## src/rtl/eftr_pkg.sv

```systemverilog
// ---------------------------------------------------------------------------
// eftr_pkg
// Shared types and codes for the edge-function triangle rasterizer.
// ---------------------------------------------------------------------------
package eftr_pkg;

  // request kind codes
  localparam logic KIND_LOAD = 1'b0;
  localparam logic KIND_STEP = 1'b1;

  // scan control toward the output stage
  typedef struct packed {
    logic emit;   // a position result is produced this cycle
    logic last;   // it is the final box position
  } scan_ctl_t;

endpackage

```

## src/rtl/edge_function_triangle_rasterizer.sv

```systemverilog
// ---------------------------------------------------------------------------
// edge_function_triangle_rasterizer
// A step result passes the combinational edge test into the output register,
//   or into the skid entry while that register is stalled. Throughput: one
//   request per cycle while the skid entry is free; one box position per step during a scan.
// Reset: synchronous; scan goes idle, triangle, box and cursor clear to zero.
// ---------------------------------------------------------------------------
module edge_function_triangle_rasterizer #(
  parameter int COORD_BITS = 12,
  parameter int COLOR_BITS = 32
) (
  input  logic                         clk,
  input  logic                         rst,
  // request channel
  input  logic                         in_valid,
  output logic                         in_ready,
  input  logic                         kind,
  input  logic signed [COORD_BITS-1:0] vert_a_x,
  input  logic signed [COORD_BITS-1:0] vert_a_y,
  input  logic signed [COORD_BITS-1:0] vert_b_x,
  input  logic signed [COORD_BITS-1:0] vert_b_y,
  input  logic signed [COORD_BITS-1:0] vert_c_x,
  input  logic signed [COORD_BITS-1:0] vert_c_y,
  input  logic        [COLOR_BITS-1:0] fill_color,
  // result channel
  output logic                         out_valid,
  input  logic                         out_ready,
  output logic signed [COORD_BITS-1:0] pixel_x,
  output logic signed [COORD_BITS-1:0] pixel_y,
  output logic        [COLOR_BITS-1:0] pixel_color,
  output logic                         covered,
  output logic                         last
);

  localparam int RW = 2 * COORD_BITS + COLOR_BITS + 2;

  logic signed [COORD_BITS-1:0] a_x, a_y, b_x, b_y, c_x, c_y;
  logic signed [COORD_BITS-1:0] cur_x, cur_y;
  logic        [COLOR_BITS-1:0] color;
  eftr_pkg::scan_ctl_t          ctl;
  logic                         fire;
  logic                         s_ab, s_bc, s_ca;
  logic                         in_tri;
  logic [RW-1:0]                res_data, out_data;

  // a request is taken whenever the skid entry is free
  assign fire = in_valid && in_ready;

  eftr_scan_ctrl #(
    .COORD_BITS(COORD_BITS),
    .COLOR_BITS(COLOR_BITS)
  ) u_scan (
    .clk       (clk),
    .rst       (rst),
    .fire      (fire),
    .kind      (kind),
    .vert_a_x  (vert_a_x),
    .vert_a_y  (vert_a_y),
    .vert_b_x  (vert_b_x),
    .vert_b_y  (vert_b_y),
    .vert_c_x  (vert_c_x),
    .vert_c_y  (vert_c_y),
    .fill_color(fill_color),
    .a_x       (a_x),
    .a_y       (a_y),
    .b_x       (b_x),
    .b_y       (b_y),
    .c_x       (c_x),
    .c_y       (c_y),
    .color     (color),
    .cursor_x  (cur_x),
    .cursor_y  (cur_y),
    .ctl       (ctl)
  );

  // edge tests at the cursor for edges ab, bc and ca, all in parallel
  eftr_edge_sign #(.COORD_BITS(COORD_BITS)) u_edge_ab (
    .u_x(a_x), .u_y(a_y), .v_x(b_x), .v_y(b_y),
    .p_x(cur_x), .p_y(cur_y), .neg(s_ab)
  );

  eftr_edge_sign #(.COORD_BITS(COORD_BITS)) u_edge_bc (
    .u_x(b_x), .u_y(b_y), .v_x(c_x), .v_y(c_y),
    .p_x(cur_x), .p_y(cur_y), .neg(s_bc)
  );

  eftr_edge_sign #(.COORD_BITS(COORD_BITS)) u_edge_ca (
    .u_x(c_x), .u_y(c_y), .v_x(a_x), .v_y(a_y),
    .p_x(cur_x), .p_y(cur_y), .neg(s_ca)
  );

  // covered when all three signs agree (either winding)
  assign in_tri   = (s_ab == s_bc) && (s_bc == s_ca);
  assign res_data = {cur_x, cur_y, color, in_tri, ctl.last};

  eftr_out_buf #(.WIDTH(RW)) u_out (
    .clk      (clk),
    .rst      (rst),
    .push     (ctl.emit),
    .push_data(res_data),
    .space    (in_ready),
    .out_valid(out_valid),
    .out_ready(out_ready),
    .out_data (out_data)
  );

  assign {pixel_x, pixel_y, pixel_color, covered, last} = out_data;

endmodule

```

## src/rtl/eftr_edge_sign.sv

```systemverilog
// ---------------------------------------------------------------------------
// eftr_edge_sign
// Sign of one edge function det(p,u,v) = (u-p) x (v-p), exact width.
// ---------------------------------------------------------------------------
module eftr_edge_sign #(
  parameter int COORD_BITS = 12
) (
  input  logic signed [COORD_BITS-1:0] u_x,
  input  logic signed [COORD_BITS-1:0] u_y,
  input  logic signed [COORD_BITS-1:0] v_x,
  input  logic signed [COORD_BITS-1:0] v_y,
  input  logic signed [COORD_BITS-1:0] p_x,
  input  logic signed [COORD_BITS-1:0] p_y,
  output logic                         neg
);

  localparam int DW = COORD_BITS + 1;   // coordinate difference
  localparam int PW = 2 * DW;           // product
  localparam int EW = PW + 1;           // difference of products

  logic signed [DW-1:0] dux, duy, dvx, dvy;
  logic signed [PW-1:0] prod_a, prod_b;
  logic signed [EW-1:0] edge_val;

  assign dux = DW'(u_x) - DW'(p_x);
  assign duy = DW'(u_y) - DW'(p_y);
  assign dvx = DW'(v_x) - DW'(p_x);
  assign dvy = DW'(v_y) - DW'(p_y);

  assign prod_a = PW'(dux) * PW'(dvy);
  assign prod_b = PW'(duy) * PW'(dvx);

  assign edge_val = EW'(prod_a) - EW'(prod_b);
  assign neg      = edge_val[EW-1];

endmodule

```

## src/rtl/eftr_scan_ctrl.sv

```systemverilog
// ---------------------------------------------------------------------------
// eftr_scan_ctrl
// Holds triangle, bounding box and cursor; walks the box one position per step request while active.
// ---------------------------------------------------------------------------
module eftr_scan_ctrl #(
  parameter int COORD_BITS = 12,
  parameter int COLOR_BITS = 32
) (
  input  logic                         clk,
  input  logic                         rst,
  input  logic                         fire,
  input  logic                         kind,
  input  logic signed [COORD_BITS-1:0] vert_a_x,
  input  logic signed [COORD_BITS-1:0] vert_a_y,
  input  logic signed [COORD_BITS-1:0] vert_b_x,
  input  logic signed [COORD_BITS-1:0] vert_b_y,
  input  logic signed [COORD_BITS-1:0] vert_c_x,
  input  logic signed [COORD_BITS-1:0] vert_c_y,
  input  logic        [COLOR_BITS-1:0] fill_color,
  output logic signed [COORD_BITS-1:0] a_x,
  output logic signed [COORD_BITS-1:0] a_y,
  output logic signed [COORD_BITS-1:0] b_x,
  output logic signed [COORD_BITS-1:0] b_y,
  output logic signed [COORD_BITS-1:0] c_x,
  output logic signed [COORD_BITS-1:0] c_y,
  output logic        [COLOR_BITS-1:0] color,
  output logic signed [COORD_BITS-1:0] cursor_x,
  output logic signed [COORD_BITS-1:0] cursor_y,
  output eftr_pkg::scan_ctl_t          ctl
);

  // x min only seeds the cursor at load, so it is not kept
  logic signed [COORD_BITS-1:0] x_max, y_min, y_max;
  logic signed [COORD_BITS-1:0] ld_x_min, ld_x_max, ld_y_min, ld_y_max;
  logic signed [COORD_BITS-1:0] m0, m1, m2, m3;
  logic                         active;
  logic                         do_load;
  logic                         y_wrap, x_done;

  // box of the incoming triangle
  always_comb begin
    m0 = (vert_a_x < vert_b_x) ? vert_a_x : vert_b_x;
    ld_x_min = (m0 < vert_c_x) ? m0 : vert_c_x;
    m1 = (vert_a_x > vert_b_x) ? vert_a_x : vert_b_x;
    ld_x_max = (m1 > vert_c_x) ? m1 : vert_c_x;
    m2 = (vert_a_y < vert_b_y) ? vert_a_y : vert_b_y;
    ld_y_min = (m2 < vert_c_y) ? m2 : vert_c_y;
    m3 = (vert_a_y > vert_b_y) ? vert_a_y : vert_b_y;
    ld_y_max = (m3 > vert_c_y) ? m3 : vert_c_y;
  end

  assign do_load  = fire && (kind == eftr_pkg::KIND_LOAD);
  assign ctl.emit = fire && (kind == eftr_pkg::KIND_STEP) && active;
  assign y_wrap   = !(cursor_y < y_max);
  assign x_done   = !(cursor_x < x_max);
  assign ctl.last = y_wrap && x_done;

  always_ff @(posedge clk) begin
    if (rst) begin
      active   <= 1'b0;
      cursor_x <= '0;
      cursor_y <= '0;
      x_max    <= '0;
      y_min    <= '0;
      y_max    <= '0;
      a_x      <= '0;
      a_y      <= '0;
      b_x      <= '0;
      b_y      <= '0;
      c_x      <= '0;
      c_y      <= '0;
      color    <= '0;
    end else if (do_load) begin
      a_x      <= vert_a_x;
      a_y      <= vert_a_y;
      b_x      <= vert_b_x;
      b_y      <= vert_b_y;
      c_x      <= vert_c_x;
      c_y      <= vert_c_y;
      color    <= fill_color;
      x_max    <= ld_x_max;
      y_min    <= ld_y_min;
      y_max    <= ld_y_max;
      cursor_x <= ld_x_min;
      cursor_y <= ld_y_min;
      active   <= 1'b1;
    end else if (ctl.emit) begin
      if (!y_wrap) begin
        cursor_y <= cursor_y + COORD_BITS'(1);
      end else begin
        cursor_y <= y_min;
        if (!x_done) begin
          cursor_x <= cursor_x + COORD_BITS'(1);
        end else begin
          active <= 1'b0;
        end
      end
    end
  end

endmodule

```

## src/rtl/eftr_out_buf.sv

```systemverilog
// ---------------------------------------------------------------------------
// eftr_out_buf
// Output register plus skid entry; decouples ready from the downstream side.
// ---------------------------------------------------------------------------
module eftr_out_buf #(
  parameter int WIDTH = 8
) (
  input  logic             clk,
  input  logic             rst,
  input  logic             push,
  input  logic [WIDTH-1:0] push_data,
  output logic             space,
  output logic             out_valid,
  input  logic             out_ready,
  output logic [WIDTH-1:0] out_data
);

  logic [WIDTH-1:0] skid_data;
  logic             skid_valid;

  assign space = !skid_valid;

  always_ff @(posedge clk) begin
    if (rst) begin
      out_valid  <= 1'b0;
      skid_valid <= 1'b0;
    end else if (out_valid && out_ready) begin
      if (skid_valid) begin
        out_data   <= skid_data;
        skid_valid <= 1'b0;
      end else if (push) begin
        out_data <= push_data;
      end else begin
        out_valid <= 1'b0;
      end
    end else if (!out_valid) begin
      if (push) begin
        out_data  <= push_data;
        out_valid <= 1'b1;
      end
    end else if (push) begin
      skid_data  <= push_data;
      skid_valid <= 1'b1;
    end
  end

endmodule

```

## config.mk

```make
export PLATFORM = sky130hd
export DESIGN_NAME = edge_function_triangle_rasterizer
export DESIGN_NICKNAME = d
export VERILOG_FILES = /design/src/rtl/eftr_pkg.sv /design/src/rtl/edge_function_triangle_rasterizer.sv /design/src/rtl/eftr_edge_sign.sv /design/src/rtl/eftr_scan_ctrl.sv /design/src/rtl/eftr_out_buf.sv
export SDC_FILE = /design/constraint.sdc
export NUM_CORES = 2
export LEC_CHECK = 0
export ABC_AREA = 1
export BUFFER_PORTS_ARGS = -buffer_cell sky130_fd_sc_hd__buf_2
export CAP_MARGIN = 20
export CORE_MARGIN = 2
export CORE_UTILIZATION = 40
export DETAILED_ROUTE_END_ITERATION = 7
export HOLD_SLACK_MARGIN = 0.12
export PLACE_DENSITY = 0.54
export SYNTH_ARGS = -nofsm -noshare
export SYNTH_HDL_FRONTEND = slang
export SYNTH_HIERARCHICAL = 1
export SYNTH_SLANG_ARGS = --single-unit
```

## constraint.sdc

```tcl
create_clock -name clk -period 8.2 [get_ports clk]
set_input_delay 0.41 -clock clk [delete_from_list [all_inputs] [get_ports clk]]
set_output_delay 0.41 -clock clk [all_outputs]
set_load 0.03 [all_outputs]
```

## After elaboration in Yosys (flattened, before gate mapping)

Index checks and enable logic that the tools add are counted.

| operators by class | value |
|---|---|
| muxes and demuxes | 28 |
| $add $sub $neg | 11 |
| $mul | 6 |
| eq/ne operators | 7 |
| reductions and logical operators | 19 |
| bitwise logic cells | 3 |
| $lt $le $gt $ge | 10 |

Operators by type and width:

| cell | count |
|---|---|
| two-way mux 58 bit | 4 |
| two-way mux 12 bit | 15 |
| multiplier 13 x 13 -> 26 bit | 6 |
| subtractor 26 x 26 -> 27 bit | 3 |
| subtractor 12 x 12 -> 13 bit | 6 |
| less-than comparator 12 bit | 6 |
| > comparator 12 bit | 4 |
| adder 12 x 2 -> 12 bit, second input constant | 2 |
| two-way mux 1 bit | 9 |
| logical AND 1 bit | 7 |
| != test 2 bit, second input constant | 3 |
| AND reduction 2 bit | 3 |
| AND reduction 3 bit | 2 |
| != test 2 x 1 -> 1 bit, second input constant | 2 |
| AND reduction 4 bit | 1 |
| nonzero test 2 bit | 2 |
| zero test 1 bit | 3 |
| inverter 1 bit | 3 |
| == test 1 bit | 2 |
| OR reduction 2 bit | 1 |

| storage, ports and cells | value |
|---|---|
| register bits after elaboration | 283 |
| input bits | 109 |

## Longest topological paths before layout

| depth | value |
|---|---|
| depth in word-level cells | 8 |
| depth in mapped cells | 46 |
| mapped depth without buffers | 46 |

## Hierarchy

The synthesis kept the hierarchy.

By module, submodules not included:

| module | sequential area each (µm²) | cells an instance | instances | area each (µm²) |
|---|---|---|---|---|
| eftr_edge_sign (u_edge_ab) | 0.0 | 1,929 | 1 | 15,596.2 |
| eftr_edge_sign (u_edge_bc) | 0.0 | 1,907 | 1 | 15,590.0 |
| eftr_edge_sign (u_edge_ca) | 0.0 | 1,905 | 1 | 15,564.9 |
| eftr_scan_ctrl | 3,303.2 | 1,395 | 1 | 9,957.0 |
| eftr_out_buf | 3,523.4 | 507 | 1 | 5,034.8 |
| edge_function_triangle_rasterizer | 0.0 | 7 | 1 | 27.5 |

## Worst setup path before layout

OpenSTA, ideal clock, no wires.

| timing | value |
|---|---|
| path kind | register to register |
| start point | register u_scan.cursor_y[0] |
| end point | register u_out.out_data[1], data pin |
| setup time | 0.252 ns |
| stages on the path, launching flop included | 40 |
| data required time | 7.948 ns |
| arrival time | 7.876 ns |
| period minus slack after synthesis | 8.128 ns |
| path slack | 0.072 ns |
| cells stage by stage | dfxtp_1 > ha_1 > inv_1 > fa_1 > nand3_1 > nand2_1 > nand3_1 > nand3_1 > nand2_1 > nand2_1 > buf_4 > nor2_1 > inv_1 > fa_1 > inv_1 > fa_1 > inv_1 > fa_1 > [4 not listed] > inv_1 > fa_1 > ha_1 > nand2_1 > nor2_1 > nand2_1 > nor4_1 > nand2_1 > nand2_1 > nand2_1 > nand2_1 > nor2_1 > nor2_1 > nor2_1 > nand2_1 > nand2_1 > nand2_1 > nand2_1 |

| between the ends | value |
|---|---|
| word-level cells in the longest chain between the ends | 8 |
| elaborated cells on any way between the ends | 19 |
| classes of those cells | add/sub: 6; mul: 6; eq/ne: 2; mux: 4; reduce/logical: 1 |

RTL lines:

| element | RTL line | source |
|---|---|---|
| start, declared | eftr_scan_ctrl.sv:28 | `output logic signed [COORD_BITS-1:0] cursor_y,` |
| start signal, assigned | eftr_scan_ctrl.sv:85 | `cursor_y <= ld_y_min;` |
| start signal, assigned | eftr_scan_ctrl.sv:89 | `cursor_y <= cursor_y + COORD_BITS'(1);` |
| start signal, assigned | eftr_scan_ctrl.sv:91 | `cursor_y <= y_min;` |
| subtractor 12 x 12 -> 13 bit (on tied branches) | eftr_edge_sign.sv:28, eftr_edge_sign.sv:26 |  |
| multiplier 13 x 13 -> 26 bit (on tied branches) | eftr_edge_sign.sv:30, eftr_edge_sign.sv:31 |  |
| subtractor 26 x 26 -> 27 bit * | eftr_edge_sign.sv:33 | `assign edge_val = EW'(prod_a) - EW'(prod_b);` |
| named net s_ab | edge_function_triangle_rasterizer.sv:42 | `logic s_ab, s_bc, s_ca;` |
| == test 1 bit * | edge_function_triangle_rasterizer.sv:93 | `assign in_tri = (s_ab == s_bc) && (s_bc == s_ca);` |
| logical AND 1 bit * | edge_function_triangle_rasterizer.sv:93 |  |
| named net in_tri | edge_function_triangle_rasterizer.sv:43 | `logic in_tri;` |
| two-way mux 58 bit * | eftr_out_buf.sv:31, eftr_out_buf.sv:37 |  |
| two-way mux 58 bit (on tied branches) | eftr_out_buf.sv:36, eftr_out_buf.sv:28 |  |
| two-way mux 58 bit * | eftr_out_buf.sv:27 | `end else if (out_valid && out_ready) begin` |
| end signal, assigned | eftr_out_buf.sv:29 | `out_data <= skid_data;` |
| end signal, assigned | eftr_out_buf.sv:32 | `out_data <= push_data;` |
| end signal, assigned | eftr_out_buf.sv:38 | `out_data <= push_data;` |
| end, declared | eftr_out_buf.sv:15 | `output logic [WIDTH-1:0] out_data` |

The timed path passes the listed nets; every way through them passes the cells marked *. The select of a mux whose other input is x is not followed.
A chain may end at the register's enable or synchronous reset.

## Worst setup path in the final report

| timing | value |
|---|---|
| start point | register u_scan.cursor_x[4] |
| end point | register u_out.out_data[1], data pin |

| between the ends | value |
|---|---|
| word-level cells in the longest chain between the ends | 8 |
| elaborated cells on any way between the ends | 19 |
| classes of those cells | add/sub: 6; mul: 6; eq/ne: 2; mux: 4; reduce/logical: 1 |

RTL lines:

| element | RTL line | source |
|---|---|---|
| start, declared | eftr_scan_ctrl.sv:27 | `output logic signed [COORD_BITS-1:0] cursor_x,` |
| start signal, assigned | eftr_scan_ctrl.sv:84 | `cursor_x <= ld_x_min;` |
| start signal, assigned | eftr_scan_ctrl.sv:93 | `cursor_x <= cursor_x + COORD_BITS'(1);` |
| subtractor 12 x 12 -> 13 bit (on tied branches) | eftr_edge_sign.sv:25, eftr_edge_sign.sv:27 |  |
| multiplier 13 x 13 -> 26 bit (on tied branches) | eftr_edge_sign.sv:30, eftr_edge_sign.sv:31 |  |
| subtractor 26 x 26 -> 27 bit * | eftr_edge_sign.sv:33 |  |
| named net s_ab | edge_function_triangle_rasterizer.sv:42 |  |
| == test 1 bit * | edge_function_triangle_rasterizer.sv:93 |  |
| logical AND 1 bit * | edge_function_triangle_rasterizer.sv:93 |  |
| named net in_tri | edge_function_triangle_rasterizer.sv:43 |  |
| two-way mux 58 bit * | eftr_out_buf.sv:31, eftr_out_buf.sv:37 |  |
| two-way mux 58 bit (on tied branches) | eftr_out_buf.sv:36, eftr_out_buf.sv:28 |  |
| two-way mux 58 bit * | eftr_out_buf.sv:27 |  |

Marked as above.

==> flow_summary.ini <==
[run_status]
run_status = finished with violations
violations = negative setup slack

[sta]
slew_headroom = 0.329
setup_viol = 1
period_needed_ps = 8210
setup_tns_ps = -6.78
finalHoldViolCount = 0
tightest_slew_ps = 999
skew_ps = 22.7
finalMaxSlewViolations = 0
fmax_mhz = 122
rsz0062_at_grt = true
worst_slack_ps = -6.78
post-route-period-util = 1.00

[clock_tree]
clk_pin_slew_ps = 60
cts.sinks = 283
clk_latency_ps = 570
cts_buffers = 36
ctsHtreeMaxLevel = 2
root_buffer = clkbuf_16
tritoncts = done
clockBufferDepth = 3

[detailed_routing]
viasPerCell = 4.85
wl_um = 201000
drc = 0
detail-route-antenna-nets = 0
dr.pass1.iters = 6
vias = 51898
wl_per_cell_um = 18.8
drtIter0Drc = 3551

[synthesis]
synth_ff_type = dfxtp_1
syn_area_per_cell_um2 = 8.07
synth_edf_count = 116
yosys_warnings = 6
synth_top_area_share = 0.380
syn_inst = 7650
ys_ff_latch = 283
async_flop_share = 0
yosys.area.top_type = fa_1
synth_cell_types = 62
synth_nets = 9515
seq_area_frac_synth = 0.111
netlist_area_um2 = 61800
synthTopCellsByArea = fa_1 (38%), ha_1 (12%), inv_1 (11%)

[grt]
grtUsageTotal = 0.258
first_global_vias = 54015
grt_pass1_wl_um = 312000
antenna_found_initial = 5
overflow = 0
grt_start_max_net_pins = 88

[place]
gp_congestion = 0.950
dp.final_hpwl_um = 176000
port_buffers = 168

[worst_setup_path]
end_kind = flip-flop
crit_required_ps = 8520
startpoint_type = flip-flop
r2r_start = u_scan/cursor_x[4]$_SDFFE_PP0P_
arrival_ps = 8520
critPathMaxStageDelay_ps = 570
cpMostUsedCell = nand2_1
rr_endpoint = u_out/out_data[1]$_DFFE_PP_
crit_fanout = 8
r2r_slack_ps = -7
r2r_cells = 42
critPathSlowestCell = fa_1
crit_type = flip-flop to flip-flop

[finish]
nets = 10489
post-route-util = 0.478
area_growth_pct = 19.0
regArea_um2 = 6840
drive_gt1_frac = 0.170
fillCellCount = 15279
multi_input_area_um2 = 47400

[floorplan]
die_h_um = 397
io_pins = 169
die_area_um2 = 158000
design.core.area_um2 = 154000
die_w_um = 397
num_rows = 144
start_util = 0.402

[job]
cap_violations = 0

[worst_hold_path]
hold_class = primary input to flip-flop
worstHoldStart = fill_color[27]
holdPathEnd = u_scan/color[27]$_SDFFE_PP0P_
whs_path_depth = 3
-- layer usage --
metal | part of all wire | global-route usage | vias to the layer above
met3 | 0.052 | 0.0237 | 241
met2 | 0.47 | 0.430 | 1291
met5 | 0.00017 | 0 | -
met4 | 0.034 | 0.0733 | 4
li1 | - | - | 24800
met1 | 0.44 | 0.358 | 25562
-- layout make-up --
cell class / count / share of cell area
multi-input combinational: 5289 / 0.645
timing repair buffer: 1095 / 0.114
inverter: 1919 / 0.0986
sequential: 283 / 0.0930
tap: 2044 / 0.0348
clock buffer: 52 / 0.0139
clock inverter: 9 / 0.000817
antenna: 1 / 0.0000340
-- state kept, by name (all words and copies together), names as in the netlist --
register          cells
u_out/out_data       58
u_out/skid_data      58
u_scan/color         32
u_scan/a_x           12
u_scan/a_y           12
u_scan/b_x           12
u_scan/b_y           12
u_scan/c_x           12
u_scan/c_y           12
u_scan/cursor_x      12
u_scan/cursor_y      12
u_scan/x_max         12
u_scan/y_max         12
u_scan/y_min         12
u_out/out_valid       1
u_out/skid_valid      1
u_scan/active         1
-- repair_timing --
item                                   in CTS  in global routing
hold buffers                               31                  0
buffers inserted                            8                 17
pin swaps                                   7                 26
setup endpoints to repair                   2                  2
gates resized for setup                    65                127
endpoints found under the hold margin      31                  0
-- per-stage QoR --
stage	instances	setup WS (ps)	hold slack (ps)	cell area [um^2]
final	10692	-6.78	153	73500
after floorplan	7650	72.0	425	61800
after global placement	10573	-367	435	71300
after detailed placement	10573	-381	435	71300
after global routing	10691	-405	167	73500
after CTS	10673	1.24	123	72900
-- worst max path at each step --
stage	slack [ps]	to	depth (start not counted)	startpoint
detailed placement	-380	u_out/out_data[1]$_DFFE_PP_	39	u_scan/cursor_y[3]$_SDFFE_PP0P_
finish	-7	u_out/out_data[1]$_DFFE_PP_	42	u_scan/cursor_x[4]$_SDFFE_PP0P_
global placement	-370	u_out/out_data[1]$_DFFE_PP_	41	u_scan/cursor_y[3]$_SDFFE_PP0P_
floorplan	70	u_out/out_data[1]$_DFFE_PP_	39	u_scan/cursor_y[0]$_SDFFE_PP0P_
CTS	1	u_out/out_data[1]$_DFFE_PP_	43	u_scan/cursor_x[6]$_SDFFE_PP0P_
global route	-400	u_out/out_data[1]$_DFFE_PP_	42	u_scan/cursor_x[9]$_SDFFE_PP0P_
-- cell usage in the layout, fill, tap and decap left out, types with 31 or more instances in the layout --
cell,instances
fa_1,1154
buf_2,168
o21ai_0,230
nand3_1,198
nand2_1,1556
buf_4,849
edfxtp_1,116
ha_1,570
clkbuf_16,37
buf_12,36
dfxtp_1,158
o21ai_1,38
inv_2,47
inv_1,1841
nand4_1,43
nand2_2,45
dlygate4sd3_1,31
xor2_1,36
a21oi_1,328
nor2_2,37
nor2_1,677
nand3_2,48
or2_2,37
-- Yosys cell counts, types with 5 or more instances --
| master | n |
|---|---|
| nand3_2 | 47 |
| fa_1 | 1173 |
| xor2_1 | 37 |
| nor2_4 | 5 |
| o21bai_1 | 23 |
| edfxtp_1 | 116 |
| o21ai_1 | 31 |
| nor2_2 | 15 |
| or2_1 | 17 |
| xor2_2 | 11 |
| inv_2 | 43 |
| nand2_1 | 1576 |
| nor3_2 | 8 |
| nor3_1 | 30 |
| o211ai_1 | 6 |
| nor2_1 | 708 |
| nand3_1 | 199 |
| nand4_1 | 43 |
| clkbuf_1 | 78 |
| buf_4 | 13 |
| o21a_1 | 9 |
| or2_2 | 37 |
| buf_6 | 21 |
| nor4_1 | 7 |
| o21ai_0 | 243 |
| ha_1 | 583 |
| a21oi_2 | 5 |
| inv_1 | 1858 |
| buf_1 | 7 |
| nand2_2 | 30 |
| a21o_1 | 12 |
| a21oi_1 | 342 |
| buf_2 | 38 |
| xnor2_1 | 23 |
| clkinv_1 | 17 |
| a31oi_1 | 27 |
| dfxtp_1 | 167 |
-- critical path, delay by kind of cell, from the launching register on --
family                     cells  cell delay (ps)
DFF                            1              350
buffers and inverters         11             1240
and+or+nand+nor               21             1990
adders and majority gates      9             4190
AOI/OAI and AO/OA              1              200
-- cell families after synthesis --
logic type / Yosys count / synth area share
adders and majority gates: 1756 / 0.498
buffers and inverters: 2078 / 0.131
xor gates and xnor gates: 78 / 0.0140
AOI/OAI and AO/OA: 722 / 0.0630
DFF: 283 / 0.111
and+or+nand+nor: 2733 / 0.184
Power is not shown: default switching activity piles up to over one toggle a cycle in this logic, so the estimate is an artifact.
